[src/hw/rtl/afr_pkg.sv]
// Shared types and constants for the addressed frame receiver.
`default_nettype none
package afr_pkg;

  // Receiver phase; codes 6 and 7 never arise and behave as hunting
  typedef enum logic [2:0] {
    PH_HUNT    = 3'd0,
    PH_SYNC2   = 3'd1,
    PH_ADDR    = 3'd2,
    PH_LEN     = 3'd3,
    PH_PAYLOAD = 3'd4,
    PH_CHECK   = 3'd5
  } phase_t;

  // Event code reported with every received byte
  typedef enum logic [2:0] {
    EV_IGNORED = 3'd0,
    EV_FRAMING = 3'd1,
    EV_PAYLOAD = 3'd2,
    EV_GOOD    = 3'd3,
    EV_BAD     = 3'd4,
    EV_DROPPED = 3'd5
  } event_t;

  // Configuration register indexes
  localparam logic [1:0] REG_STATION_ADDRESS = 2'd0;
  localparam logic [1:0] REG_SYNC_FIRST      = 2'd1;
  localparam logic [1:0] REG_SYNC_SECOND     = 2'd2;

  // Reset values of the configuration registers
  localparam logic [7:0] STATION_ADDRESS_RST = 8'h00;
  localparam logic [7:0] SYNC_FIRST_RST      = 8'hFF;
  localparam logic [7:0] SYNC_SECOND_RST     = 8'hFE;

  // Payload length is L minus the header, address, length and checksum bytes
  localparam logic [7:0] FRAME_OVERHEAD = 8'd5;

  // Configuration as seen by the parser
  typedef struct packed {
    logic [7:0] station_address;
    logic [7:0] sync_first;
    logic [7:0] sync_second;
  } cfg_t;

endpackage
`default_nettype wire

[src/hw/rtl/afr_cfg.sv]
// Configuration register file of the addressed frame receiver.
`default_nettype none
module afr_cfg (
  input  wire logic          clk,
  input  wire logic          rst,
  input  wire logic          cfg_valid,
  output logic               cfg_ready,
  input  wire logic [1:0]    cfg_index,
  input  wire logic [7:0]    cfg_data,
  output afr_pkg::cfg_t      cfg
);

  // Writes are always taken; unknown indexes are dropped
  assign cfg_ready = 1'b1;

  always_ff @(posedge clk) begin
    if (rst) begin
      cfg.station_address <= afr_pkg::STATION_ADDRESS_RST;
      cfg.sync_first      <= afr_pkg::SYNC_FIRST_RST;
      cfg.sync_second     <= afr_pkg::SYNC_SECOND_RST;
    end else if (cfg_valid) begin
      unique case (cfg_index)
        afr_pkg::REG_STATION_ADDRESS: cfg.station_address <= cfg_data;
        afr_pkg::REG_SYNC_FIRST:      cfg.sync_first      <= cfg_data;
        afr_pkg::REG_SYNC_SECOND:     cfg.sync_second     <= cfg_data;
        default: ;
      endcase
    end
  end

endmodule
`default_nettype wire

[src/hw/rtl/afr_in_reg.sv]
// Input register stage holding one received byte for the parser.
`default_nettype none
module afr_in_reg (
  input  wire logic       clk,
  input  wire logic       rst,
  input  wire logic       in_valid,
  output logic            in_ready,
  input  wire logic [7:0] rx_byte,
  output logic            hold_valid,
  output logic [7:0]      hold_byte,
  input  wire logic       take
);

  // Room when empty or when the held byte moves on this cycle
  assign in_ready = !hold_valid || take;

  always_ff @(posedge clk) begin
    if (rst) begin
      hold_valid <= 1'b0;
    end else if (in_ready) begin
      hold_valid <= in_valid;
    end
  end

  // Payload capture on transfer
  always_ff @(posedge clk) begin
    if (in_valid && in_ready) begin
      hold_byte <= rx_byte;
    end
  end

endmodule
`default_nettype wire

[src/hw/rtl/afr_parser.sv]
// Frame parser: phase tracking, checksum, and result register.
`default_nettype none
module afr_parser (
  input  wire logic          clk,
  input  wire logic          rst,
  input  wire afr_pkg::cfg_t cfg,
  input  wire logic          hold_valid,
  input  wire logic [7:0]    hold_byte,
  output logic               take,
  output logic               out_valid,
  input  wire logic          out_ready,
  output logic [2:0]         event_res,
  output logic [7:0]         data_byte,
  output logic [7:0]         payload_index
);

  afr_pkg::phase_t phase, phase_next;
  logic [7:0]      running_sum, running_sum_next;
  logic [7:0]      frame_length, frame_length_next;
  logic [7:0]      bytes_seen, bytes_seen_next;
  afr_pkg::event_t ev_next;
  logic [7:0]      idx_next;
  logic [7:0]      seen_inc;
  logic [7:0]      payload_len;

  // Held byte moves into the result register when that register is free
  assign take = hold_valid && (!out_valid || out_ready);

  assign seen_inc    = bytes_seen + 8'd1;
  assign payload_len = frame_length - afr_pkg::FRAME_OVERHEAD;

  // Next state and event for the held byte
  always_comb begin
    phase_next        = phase;
    running_sum_next  = running_sum;
    frame_length_next = frame_length;
    bytes_seen_next   = bytes_seen;
    ev_next           = afr_pkg::EV_IGNORED;
    idx_next          = 8'd0;
    unique case (phase)
      afr_pkg::PH_SYNC2: begin
        if (hold_byte == cfg.sync_second) begin
          ev_next          = afr_pkg::EV_FRAMING;
          running_sum_next = running_sum + hold_byte;
          phase_next       = afr_pkg::PH_ADDR;
        end else begin
          ev_next    = afr_pkg::EV_DROPPED;
          phase_next = afr_pkg::PH_HUNT;
        end
      end
      afr_pkg::PH_ADDR: begin
        if (hold_byte == cfg.station_address) begin
          ev_next          = afr_pkg::EV_FRAMING;
          running_sum_next = running_sum + hold_byte;
          phase_next       = afr_pkg::PH_LEN;
        end else begin
          ev_next    = afr_pkg::EV_DROPPED;
          phase_next = afr_pkg::PH_HUNT;
        end
      end
      afr_pkg::PH_LEN: begin
        ev_next           = afr_pkg::EV_FRAMING;
        running_sum_next  = running_sum + hold_byte;
        frame_length_next = hold_byte;
        bytes_seen_next   = 8'd0;
        // no payload when L is five or less
        phase_next = (hold_byte > afr_pkg::FRAME_OVERHEAD) ?
                     afr_pkg::PH_PAYLOAD : afr_pkg::PH_CHECK;
      end
      afr_pkg::PH_PAYLOAD: begin
        // frame_length exceeds the overhead here, so payload_len is positive
        ev_next          = afr_pkg::EV_PAYLOAD;
        idx_next         = bytes_seen;
        running_sum_next = running_sum + hold_byte;
        bytes_seen_next  = seen_inc;
        if (seen_inc >= payload_len) begin
          phase_next = afr_pkg::PH_CHECK;
        end
      end
      afr_pkg::PH_CHECK: begin
        ev_next    = (hold_byte == running_sum) ? afr_pkg::EV_GOOD : afr_pkg::EV_BAD;
        phase_next = afr_pkg::PH_HUNT;
      end
      default: begin
        // hunting, also covers the unused phase codes
        if (hold_byte == cfg.sync_first) begin
          ev_next           = afr_pkg::EV_FRAMING;
          running_sum_next  = hold_byte;
          frame_length_next = 8'd0;
          bytes_seen_next   = 8'd0;
          phase_next        = afr_pkg::PH_SYNC2;
        end else begin
          ev_next    = afr_pkg::EV_IGNORED;
          phase_next = afr_pkg::PH_HUNT;
        end
      end
    endcase
  end

  // Parser state
  always_ff @(posedge clk) begin
    if (rst) begin
      phase        <= afr_pkg::PH_HUNT;
      running_sum  <= 8'd0;
      frame_length <= 8'd0;
      bytes_seen   <= 8'd0;
    end else if (take) begin
      phase        <= phase_next;
      running_sum  <= running_sum_next;
      frame_length <= frame_length_next;
      bytes_seen   <= bytes_seen_next;
    end
  end

  // Result register valid
  always_ff @(posedge clk) begin
    if (rst) begin
      out_valid <= 1'b0;
    end else if (take) begin
      out_valid <= 1'b1;
    end else if (out_ready) begin
      out_valid <= 1'b0;
    end
  end

  // Result payload
  always_ff @(posedge clk) begin
    if (take) begin
      event_res     <= 3'(ev_next);
      data_byte     <= hold_byte;
      payload_index <= idx_next;
    end
  end

endmodule
`default_nettype wire

[src/hw/rtl/addressed_frame_receiver.sv]
// Top level of the addressed frame receiver.
//
//   channel  signals                          direction
//   in       in_valid/in_ready, rx_byte       byte stream into the block
//   out      out_valid/out_ready, event_res,  one event per received byte
//            data_byte, payload_index
//   cfg      cfg_valid/cfg_ready, cfg_index,  register writes, always ready
//            cfg_data
//
// One byte per cycle sustained while out is not stalled; a result passes from the
// input register through the parser logic into the result register, and is
// presented there until it transfers on out.
// rst clears the phase, checksum, counters, stage valids and configuration registers.
// A stall on out backs up through the input register to in_ready.
`default_nettype none
module addressed_frame_receiver (
  input  wire logic       clk,
  input  wire logic       rst,
  input  wire logic       in_valid,
  output logic            in_ready,
  input  wire logic [7:0] rx_byte,
  output logic            out_valid,
  input  wire logic       out_ready,
  output logic [2:0]      event_res,
  output logic [7:0]      data_byte,
  output logic [7:0]      payload_index,
  input  wire logic       cfg_valid,
  output logic            cfg_ready,
  input  wire logic [1:0] cfg_index,
  input  wire logic [7:0] cfg_data
);

  afr_pkg::cfg_t cfg;
  logic          hold_valid;
  logic [7:0]    hold_byte;
  logic          take;

  afr_cfg u_cfg (
    .clk       (clk),
    .rst       (rst),
    .cfg_valid (cfg_valid),
    .cfg_ready (cfg_ready),
    .cfg_index (cfg_index),
    .cfg_data  (cfg_data),
    .cfg       (cfg)
  );

  afr_in_reg u_in_reg (
    .clk        (clk),
    .rst        (rst),
    .in_valid   (in_valid),
    .in_ready   (in_ready),
    .rx_byte    (rx_byte),
    .hold_valid (hold_valid),
    .hold_byte  (hold_byte),
    .take       (take)
  );

  afr_parser u_parser (
    .clk           (clk),
    .rst           (rst),
    .cfg           (cfg),
    .hold_valid    (hold_valid),
    .hold_byte     (hold_byte),
    .take          (take),
    .out_valid     (out_valid),
    .out_ready     (out_ready),
    .event_res     (event_res),
    .data_byte     (data_byte),
    .payload_index (payload_index)
  );

endmodule
`default_nettype wire
[config.mk]
export PLATFORM = sky130hd
export DESIGN_NAME = addressed_frame_receiver
export DESIGN_NICKNAME = d
export VERILOG_FILES = /design/src/hw/rtl/afr_pkg.sv /design/src/hw/rtl/afr_cfg.sv /design/src/hw/rtl/afr_in_reg.sv /design/src/hw/rtl/afr_parser.sv /design/src/hw/rtl/addressed_frame_receiver.sv
export SDC_FILE = /design/constraint.sdc
export NUM_CORES = 1
export LEC_CHECK = 0
export BUFFER_PORTS_ARGS = -buffer_cell sky130_fd_sc_hd__buf_2
export CORE_MARGIN = 2
export CORE_UTILIZATION = 40
export DETAILED_ROUTE_END_ITERATION = 10
export PLACE_DENSITY = 0.67
export SKIP_CTS_REPAIR_TIMING = 1
export SLEW_MARGIN = 20
export SYNTH_ARGS = -nofsm -noshare
export SYNTH_HDL_FRONTEND = slang
export SYNTH_SLANG_ARGS = --single-unit
[constraint.sdc]
create_clock -name clk -period 2.77 [get_ports clk]
set_clock_uncertainty 0.15 [all_clocks]
set_input_delay 0.1385 -clock clk [delete_from_list [all_inputs] [get_ports clk]]
set_output_delay 0.1385 -clock clk [all_outputs]
set_load 0.02 [all_outputs]
==> summary.txt, run 1 <==
Routing
  • DR vias: ~3300
  • DR WL/cell: 14.8 um
  • 1st-iter DRT viols: roughly 140
  • Drt drc: 0
  • Post-DRT Antenna Nets: 0
  • Drt pass-1 iters: 4
  • Routed vias/inst: 5.18
  • Post-Route WL: 9480 um

STA
  • Max-slew violations: 0
  • Final setup vio count: 0
  • RSZ-0062 raised after global routing: yes
  • Worst Tran Pin Value: 875 ps
  • Final hold vios: 0
  • Slew margin rel.: 0.414
  • Clock period minus worst slack: approximately 2800 ps
  • Setup TNS: 0 ps
  • Highest Clock Rate: 362 MHz
  • Final Cycle Share: 0.998
  • Setup WS post-layout: 5.18 ps

Synthesis
  • Sequential area share after synthesis: 0.450
  • Area of the mapped netlist: approximately 0.0042 sq mm
  • Ys async rst share: 0
  • Synthesized area per cell: 9.84 sq um
  • YS warnings: 0
  • Syn nets: 464
  • Seq cells post-synth: 80
  • Cell variety after synth: 58
  • Largest cells by area after synthesis: dfxtp_1, edfxtp_1, xor2_1
  • Post-synth EDFFs: 27
  • Syn Inst Count: ~420
  • Post-synth top area share: 0.255
  • Dominant synthesized flop cell: dfxtp_1
  • Area leader, netlist: dfxtp_1

Run status
  • Run status: finished, final reports clean

Die
  • Initial Util: 0.407
  • Chip Width: 106 um
  • Core area: 0.0102 sq mm
  • Io pins: 45
  • # rows: 37
  • Die area: 0.0112 sq mm
  • Die height: 106 um

Finish
  • Layout cells sized above 1: 0.219
  • Net count, final: 539
  • Commonest cells after routing, fill and taps aside: dfxtp_1, nand2_1, buf_2
  • Ant. Diodes: 0
  • Commonest non-fill, non-tap cell in the layout: dfxtp_1
  • Area delta synth->final: 21.7%

Critical path
  • CP top delay family: compound AO/OA/AOI/OAI gates
  • Worst setup path class: flop to flop
  • Crit-path max cell delay: 380 ps
  • Critical-path top delay cell: a2111o_1
  • Critical Path Fanout Max: 3
  • Crit path buffers/inverters: 2
  • Critical path, cell by cell: inv_2, ha_4, inv_2, a2111o_1, xor2_1, ha_1, a21o_1, a211o_1, a211o_1, and2_4, a311oi_2
  • CP startpoint kind: flop
  • Crit. End Element: flop
  • Worst Path Arrival: 2880 ps
  • Critical Path RT: 2890 ps

Flow run
  • Max cap viols: 0

Placed design
  • Pre-CTS WS: -136 ps
  • GP Congestion: 0.865
  • Port-buffer cells: 43
  • HPWL after DPL: 6740 um

Power and ir drop
  • Sequential fraction of design power: 0.506
  • Total Power: ~2600 uW
  • Combinational share of power: 0.126
  • Pwr/cell area: between 500 and 600 mW/mm^2
  • Switching Fraction: 0.257
  • Clock share of power: 0.368
  • P_leak: 0.00217 uW
  • Net switching power: between 600 and 700 uW
  • Max VDD drop: around 0.38 mV
  • Cell-internal power: around 1900 uW

Clock network
  • Worst-path clk slew: 80 ps
  • Max Root-Sink Buffers: 2
  • CTS root buffer: clkbuf_8
  • CTS sink cnt: 80
  • H-tree levels: 3
  • CTS tree: done
  • Worst skew pair latency: 350 ps
  • Num CTS Buffers: 9

Global route
  • Total track usage: 0.167
  • Largest net degree at the start of global routing: 31
  • Initial antenna violation count: 0
  • Vias in the first global route: 2953
  • First-pass GRT wire length: approximately 15000 um
  • GRT overflow: 0

Min path
  • HP Class: input pin to flop
[metal layers]
layer | share of wire | vias to the layer above | track usage
met3 | 0.048 | 9 | 0.0490
met2 | 0.49 | 86 | 0.272
met1 | 0.45 | 1565 | 0.219
met4 | 0.010 | 0 | 0.0423
li1 | - | 1647 | -
met5 | 0 | - | 0
[through the flow]
step	instances	hold slack, ps	utilization	area [sq um]
floorplan	423	87.4	-	4160
global placement	602	166	0.449	4590
detailed placement	602	167	0.449	4590
CTS	618	-214	0.470	4810
global route	639	161	0.495	5070
finish	639	150	0.495	5070
[logic make-up (layout without fill, tap and decap cells)]
| kind of cell | after synthesis | after routing | synth area share |
|---|---|---|---|
| other | 1 | 1 | 0.000901 |
| DFF | 80 | 80 | 0.450 |
| and+or+nand+nor | 162 | 162 | 0.202 |
| buffers and inverters | 34 | 114 | 0.0406 |
| adders and majority gates | 18 | 18 | 0.0559 |
| AOI/OAI and AO/OA | 78 | 78 | 0.141 |
| muxes | 11 | 11 | 0.0264 |
| xor gates and xnor gates | 39 | 39 | 0.0838 |
[registers in the layout, indices dropped and copies added (netlist names)]
register                flops
u_cfg.cfg                  24
u_in_reg.hold_byte          8
u_in_reg.hold_valid         1
u_parser.bytes_seen         8
u_parser.data_byte          8
u_parser.event_res          3
u_parser.frame_length       8
u_parser.out_valid          1
u_parser.payload_index      8
u_parser.phase              3
u_parser.running_sum        8
[worst paths after layout]
check | from | end | slack [ps] | depth (start not counted)
min reg2reg | u_cfg.cfg[0] | u_cfg.cfg[0] | 320 | 2
max reg2reg | u_parser.frame_length[0] | u_parser.phase[1] | 5 | 11
min | rst | u_parser.bytes_seen[6] | 150 | 2
max | u_parser.frame_length[0] | u_parser.phase[1] | 5 | 11
[power by group through the flow]
stage | logic [uW] | clock network, uW | registers (uW)
floorplan | 201 | 0 | 1320
global placement | 289 | 0 | 1320
detailed placement | 296 | 0 | 1320
CTS | 298 | 959 | 1290
global route | 353 | 999 | 1300
finish | 322 | 939 | 1290
[area by class of cell]
class,instances,area (sq um)
repair buffers,86,583
well taps,136,170
clock buffers,9,124
flip-flops and latches,80,1870
fillers,925,5160
clock inverters,7,96.3
multi-input cells,309,2170
inverters,12,45.0
[cell usage after synthesis, types with 4 or more instances]
| library cell | instances |
|---|---|
| edfxtp_1 | 27 |
| nand2b_1 | 5 |
| xnor2_1 | 6 |
| nor2_1 | 36 |
| nand3b_1 | 5 |
| nand2_1 | 50 |
| xor2_1 | 32 |
| and2_1 | 4 |
| nor4_4 | 4 |
| and3_1 | 10 |
| inv_1 | 11 |
| a21o_1 | 4 |
| a21oi_1 | 15 |
| mux2i_1 | 11 |
| o211ai_1 | 4 |
| o21ai_0 | 11 |
| buf_2 | 6 |
| ha_1 | 17 |
| dfxtp_1 | 53 |
| a22o_1 | 8 |
| o211a_1 | 4 |
| nand3_1 | 24 |
| nor3_1 | 5 |
| clkbuf_1 | 8 |
| a211oi_1 | 5 |
No activity file was read; power rests on OpenSTA's default activity.
==> run 2, diff against run 1 <==
--- a/config.mk
+++ b/config.mk
@@ -9,9 +9,11 @@
 export CORE_MARGIN = 2
 export CORE_UTILIZATION = 40
 export DETAILED_ROUTE_END_ITERATION = 10
-export PLACE_DENSITY = 0.67
+export GPL_ROUTABILITY_DRIVEN = 0
+export PLACE_DENSITY = 0.57
 export SKIP_CTS_REPAIR_TIMING = 1
 export SLEW_MARGIN = 20
 export SYNTH_ARGS = -nofsm -noshare
 export SYNTH_HDL_FRONTEND = slang
+export SYNTH_HIERARCHICAL = 1
 export SYNTH_SLANG_ARGS = --single-unit
==> summary.txt, run 2 <==
Clock network
  • H-tree levels: 3
  • CTS tree: done
  • CTS root buffer: clkbuf_8
  • CTS sink cnt: 80
  • Max Root-Sink Buffers: 2
  • Num CTS Buffers: 9
  • Worst skew pair latency: approximately 350 ps
  • Worst-path clk slew: 80 ps

Power and ir drop
  • Cell-internal power: 2000 uW
  • Max VDD drop: 0.237 mV
  • Combinational share of power: 0.121
  • Pwr/cell area: 517 mW/mm^2
  • Clock share of power: 0.383
  • Switching Fraction: 0.240
  • P_leak: about 0.0021 uW
  • Net switching power: approximately 630 uW
  • Sequential fraction of design power: 0.496

STA
  • Setup TNS: 0 ps
  • Final hold vios: 0
  • Highest Clock Rate: 401 MHz
  • Setup WS post-layout: 277 ps
  • Max-slew violations: 0
  • RSZ-0062 raised after global routing: no
  • Final setup vio count: 0
  • Clock period minus worst slack: between 2000 and 2500 ps
  • Worst Tran Pin Value: 573 ps
  • Slew margin rel.: 0.617
  • Final Cycle Share: 0.900

Die
  • Initial Util: 0.415
  • Io pins: between 40 and 50
  • Die height: 108 um
  • # rows: 37
  • Chip Width: about 110 um
  • Die area: approximately 0.012 sq mm
  • Core area: ~0.010 sq mm

Synthesis
  • Area leader, netlist: dfxtp_1
  • Cell variety after synth: 56
  • Dominant synthesized flop cell: dfxtp_1
  • Ys async rst share: 0
  • Sequential area share after synthesis: 0.433
  • Largest cells by area after synthesis: dfxtp_1, edfxtp_1, xnor2_1
  • Area of the mapped netlist: 0.00432 sq mm
  • Top cells by count, synth: nor2_1, dfxtp_1, xnor2_1, edfxtp_1, mux2i_1
  • Post-synth EDFFs: 27
  • Synthesized area per cell: 9.76 sq um
  • Syn Inst Count: 443
  • Syn nets: 486
  • Most common cell in the synthesized netlist: nor2_1
  • Seq cells post-synth: 80
  • YS warnings: 6
  • Post-synth top area share: 0.245

Finish
  • Max reg flops: 24
  • Ant. Diodes: 0
  • Seq. cell area: about 0.0019 sq mm
  • Largest Register: u_cfg/cfg
  • Net count, final: about 550
  • Multi-input gate area: 0.00223 sq mm
  • Fillers: 989
  • Commonest non-fill, non-tap cell in the layout: nor2_1
  • Post-layout util: 0.489
  • Commonest cells after routing, fill and taps aside: nor2_1, dfxtp_1, buf_2
  • Area delta synth->final: 17.8%
  • Non-filler cells, final: 647
  • Layout cells sized above 1: 0.170

Run status
  • Run status: finished, final reports clean

Flow run
  • Max cap viols: 0

Min path
  • HP Class: input pin to flop
  • Worst Hold Launch: rst
  • WHS Endpoint: u_parser/running_sum[3]
  • Hold depth: 3

Placed design
  • Port-buffer cells: 43
  • Cells after DPL: 613
  • HPWL after DPL: 6750 um
  • Pre-CTS WS: roughly 130 ps

Critical path
  • Critical Path Fanout Max: 7
  • Crit. End Element: flop
  • Crit-path max cell delay: 580 ps
  • Worst R2R Path Depth: 8
  • Worst reg2reg startpoint: u_in_reg/hold_byte[2]
  • RR Endpoint: u_parser/event_res[2]
  • Critical path, cell by cell: ha_1, nor4_1, nand2_1, nor4_1, buf_4, o21ai_0, nand4_1, o21ai_0
  • R2R setup slack: 280 ps
  • Critical-path top delay cell: edfxtp_1
  • Worst setup path class: flop to flop
  • Critical Path RT: 2700 ps
  • CP startpoint kind: flop
  • Worst Path Arrival: 2420 ps

Routing
  • Post-Route WL: 9400 um
  • DR vias: around 3300
  • 1st-iter DRT viols: 167
  • Drt drc: 0
  • Routed vias/inst: 5.09
  • Post-DRT Antenna Nets: 0
  • DR WL/cell: 14.5 um
  • Drt pass-1 iters: 4

Global route
  • Largest net degree at the start of global routing: 42
  • Total track usage: 0.169
  • First-pass GRT wire length: ~15000 um
  • Initial antenna violation count: 0
  • Vias in the first global route: 3115
  • GRT overflow: 0
run 2: changes by cell type in the layout (fill, tap and decap cells not counted), moves of 6 or more:
cell and delta:
xnor2_1 +26, mux2i_1 +16, nand2b_1 +14, nor2_1 +18, xor2_1 -25, nand3_1 -18
a22o_1 -8, buf_4 -7, a22oi_1 +6, nand4_1 +6, nand2_1 -25, inv_1 +7
run 2: area by class of cell:
cell class | count | share of cell area
timing repair buffer | 79 | 0.104
multi-input combinational | 320 | 0.438
tap | 136 | 0.0334
sequential | 80 | 0.368
inverter | 16 | 0.0118
clock inverter | 4 | 0.0184
clock buffer | 12 | 0.0265
run 2: worst max-delay path by stage:
| stage | start | endpoint | cells past startpoint |
|---|---|---|---|
| 6_report | u_in_reg/hold_byte[2] | u_parser/event_res[2] | 8 |
| 3_3_place_gp | u_parser/frame_length[0] | u_parser/phase[2] | 10 |
| 4_1_cts | u_parser/bytes_seen[0] | u_parser/phase[2] | 9 |
| 2_1_floorplan | u_parser/frame_length[0] | u_parser/phase[2] | 10 |
| 3_5_place_dp | u_parser/bytes_seen[0] | u_parser/phase[2] | 9 |
| 5_1_grt | u_parser/bytes_seen[0] | u_parser/phase[0] | 9 |
run 2: metrics by stage:
stage	total power (uW)	instance area, sq um	hold slack (ps)
after floorplan	1540	4320	50.9
after detailed placement	1630	4670	167
after global routing	2750	5090	94.3
after global placement	1630	4670	166
after CTS	2640	4900	-202
final	2630	5090	89.6
run 2: power by group through the flow:
stage          registers (uW)  logic [uW]  clock network, uW
4_1_cts                  1310         300               1040
2_1_floorplan            1330         210                  0
6_report                 1310         319               1010
3_5_place_dp             1330         299                  0
5_1_grt                  1310         351               1090
3_3_place_gp             1330         296                  0
run 2: critical path, delay by kind of cell, from the launching register on:
family	cells	cell delay, ps
DFF	1	580
buffers and inverters	1	190
adders and majority gates	1	430
AOI/OAI and AO/OA	2	160
and+or+nand+nor	4	720
run 2: cell families after synthesis:
| kind of cell | Yosys count | share of synthesized area |
|---|---|---|
| AND/OR/NAND/NOR | 156 | 0.184 |
| buffers and inverters | 43 | 0.0544 |
| multiplexers | 27 | 0.0625 |
| XOR/XNOR | 41 | 0.0883 |
| flip-flops | 80 | 0.433 |
| other | 1 | 0.000867 |
| AO/OA/AOI/OAI | 75 | 0.118 |
| adder cells (fa/ha/maj) | 20 | 0.0596 |
run 2: metal layers:
layer  vias to the layer above  GRT usage  wire length, um
met1                      1544      0.230             4690
met3                         9     0.0265              285
met4                         0     0.0504               80
li1                       1685          -                -
met2                        53      0.277             4350
met5                         -          0                0
==> run 3, diff against run 2 <==
--- a/config.mk
+++ b/config.mk
@@ -5,13 +5,13 @@
 export SDC_FILE = /design/constraint.sdc
 export NUM_CORES = 1
 export LEC_CHECK = 0
-export BUFFER_PORTS_ARGS = -buffer_cell sky130_fd_sc_hd__buf_2
+export ABC_AREA = 1
+export BUFFER_PORTS_ARGS = -buffer_cell sky130_fd_sc_hd__buf_4
 export CORE_MARGIN = 2
 export CORE_UTILIZATION = 40
 export DETAILED_ROUTE_END_ITERATION = 10
 export GPL_ROUTABILITY_DRIVEN = 0
 export PLACE_DENSITY = 0.57
-export SKIP_CTS_REPAIR_TIMING = 1
 export SLEW_MARGIN = 20
 export SYNTH_ARGS = -nofsm -noshare
 export SYNTH_HDL_FRONTEND = slang
==> summary.txt, run 3 <==
Synthesis
  • Most common cell in the synthesized netlist: nand2_1
  • Seq cells post-synth: 80
  • Syn Inst Count: between 500 and 600
  • Ys async rst share: 0
  • Sequential area share after synthesis: 0.413
  • Area leader, netlist: dfxtp_1
  • YS warnings: 6
  • Post-synth EDFFs: 27
  • Largest cells by area after synthesis: dfxtp_1, edfxtp_1, nand2_1
  • Synthesized area per cell: approximately 7.6 sq um
  • Post-synth top area share: 0.234
  • Top cells by count, synth: nand2_1, inv_1, nor2_1, dfxtp_1, nand3_1
  • Dominant synthesized flop cell: dfxtp_1
  • Cell variety after synth: 39
  • Area of the mapped netlist: 0.00453 sq mm
  • Syn nets: 637

Min path
  • Worst Hold Launch: cfg_index[1]
  • WHS Endpoint: u_cfg/cfg[2]
  • HP Class: input pin to flop
  • Hold depth: 3

Die
  • Chip Width: 110 um
  • Core area: 0.0109 sq mm
  • Die height: 110 um
  • Die area: 0.0122 sq mm
  • Initial Util: 0.414
  • Io pins: 45
  • # rows: 38

Clock network
  • CTS sink cnt: 80
  • H-tree levels: 3
  • Worst skew pair latency: between 300 and 400 ps
  • # Post-CTS Setup Buffers: 0
  • Num CTS Buffers: 9
  • Max Root-Sink Buffers: 2
  • Worst-path clk slew: 60 ps
  • CTS tree: done
  • CTS root buffer: clkbuf_16

STA
  • Clock period minus worst slack: 2440 ps
  • Highest Clock Rate: 409 MHz
  • RSZ-0062 raised after global routing: no
  • Max-slew violations: 0
  • Final Cycle Share: 0.882
  • Final hold vios: 0
  • Final setup vio count: 0
  • Setup WS post-layout: 326 ps
  • Slew margin rel.: 0.661
  • Worst Tran Pin Value: 507 ps
  • Setup TNS: 0 ps
  • Hold slack: 21.2 ps

Routing
  • Drt pass-1 iters: 4
  • Routed vias/inst: 4.86
  • 1st-iter DRT viols: approximately 170
  • Post-DRT Antenna Nets: 0
  • Drt drc: 0
  • Post-Route WL: ~11000 um
  • DR WL/cell: 13.3 um
  • DR vias: 3888

Critical path
  • Worst setup path class: flop to flop
  • Worst R2R Path Depth: 14
  • Crit. End Element: flop
  • Worst reg2reg startpoint: u_parser/bytes_seen[0]
  • Worst Path Arrival: 2560 ps
  • RR Endpoint: u_parser/phase[0]
  • CP startpoint kind: flop
  • Crit-path max cell delay: 390 ps
  • Critical path, cell by cell: ha_1, nand2_1, nor2_1, nand2_1, xor2_1, ha_1, nand2_1, nor2_1, nand4_1, nand4_1, nand2_1, nand2_1, nand2_1, nor2_1
  • CP top delay family: simple AND/OR/NAND/NOR gates
  • CP most frequent cell: nand2_1
  • Critical Path Fanout Max: 5
  • Critical Path RT: 2890 ps
  • Crit path buffers/inverters: 0
  • R2R setup slack: 330 ps
  • Critical-path top delay cell: dfxtp_1

Global route
  • GRT overflow: 0
  • First-pass GRT wire length: 18300 um
  • Largest net degree at the start of global routing: 34
  • Vias in the first global route: 3798
  • Total track usage: 0.184
  • Initial antenna violation count: 0

Power and ir drop
  • Total Power: between 2000 and 3000 uW
  • Max VDD drop: about 0.3 mV
  • Pwr/cell area: about 540 mW/mm^2
  • P_leak: 0.00251 uW

Finish
  • Layout cells sized above 1: 0.173
  • Area delta synth->final: 20.3%
  • Ant. Diodes: 0
  • Non-filler cells, final: 800
  • Net count, final: 698
  • Commonest non-fill, non-tap cell in the layout: nand2_1
  • Max reg flops: 24
  • Largest Register: u_cfg/cfg
  • Fillers: between 1000 and 1500
  • Commonest cells after routing, fill and taps aside: nand2_1, inv_1, nor2_1

Placed design
  • Port-buffer cells: 43
  • Pre-CTS WS: about 380 ps
  • Cells after DPL: 766
  • HPWL after DPL: 7750 um

Flow run
  • Max cap viols: 0

Run status
  • Run status: finished, final reports clean
run 3: worst min-delay path, cell delays in order:
cell and delay (ps):
buf_4 160, nand4_1 100, nand3_1 60
run 3: what timing repair did:
item | in CTS | in global routing
endpoints found under the setup margin | 0 | 0
gates resized for setup | 0 | 0
hold endpoints to repair | 30 | 0
hold buffers | 18 | 0
run 3: kinds of logic (layout without fill, tap and decap cells):
group / Yosys count / count (layout) / synth area share
AO/OA/AOI/OAI: 56 / 56 / 0.0732
XOR/XNOR: 24 / 24 / 0.0464
adder cells (fa/ha/maj): 20 / 20 / 0.0569
buffers and inverters: 99 / 165 / 0.0928
flip-flops: 80 / 80 / 0.413
multiplexers: 1 / 1 / 0.00221
other: 1 / 1 / 0.000828
AND/OR/NAND/NOR: 313 / 313 / 0.315
run 3: worst max-delay path by stage:
stage	slack, ps	cells past startpoint	to	start
finish	330	14	u_parser/phase[0]	u_parser/bytes_seen[0]
global placement	480	15	u_parser/phase[1]	u_parser/frame_length[0]
floorplan	560	15	u_parser/phase[1]	u_parser/frame_length[0]
detailed placement	380	16	u_parser/phase[0]	u_parser/frame_length[0]
CTS	340	16	u_parser/phase[0]	u_parser/frame_length[0]
global route	0.5	14	u_parser/phase[0]	u_parser/bytes_seen[0]
run 3: final cells by class:
type / instances / area [sq um] / share of cell area
clock buffer: 9 / 225 / 0.0413
clock inverter: 7 / 77.6 / 0.0142
inverter: 81 / 307 / 0.0562
multi-input combinational: 415 / 2240 / 0.411
sequential: 80 / 1870 / 0.343
tap: 140 / 175 / 0.0321
timing repair buffer: 68 / 556 / 0.102
run 3: through the flow:
step | instance area, sq um | utilization
after detailed placement | 4970 | 0.454
final | 5450 | 0.498
after floorplan | 4530 | -
after global routing | 5450 | 0.498
after global placement | 4970 | 0.454
after CTS | 5450 | 0.498
run 3: routing by layer:
metal / part of all wire / GRT usage
met1: 0.45 / 0.232
met2: 0.48 / 0.316
met3: 0.054 / 0.0417
met4: 0.012 / 0.0500
met5: 0 / 0
run 3: power by group:
| part | switching (uW) | internal [uW] |
|---|---|---|
| combinational | 254 | 168 |
| sequential | 44.7 | 1270 |
| clock | 514 | 708 |
| total | 813 | 2140 |
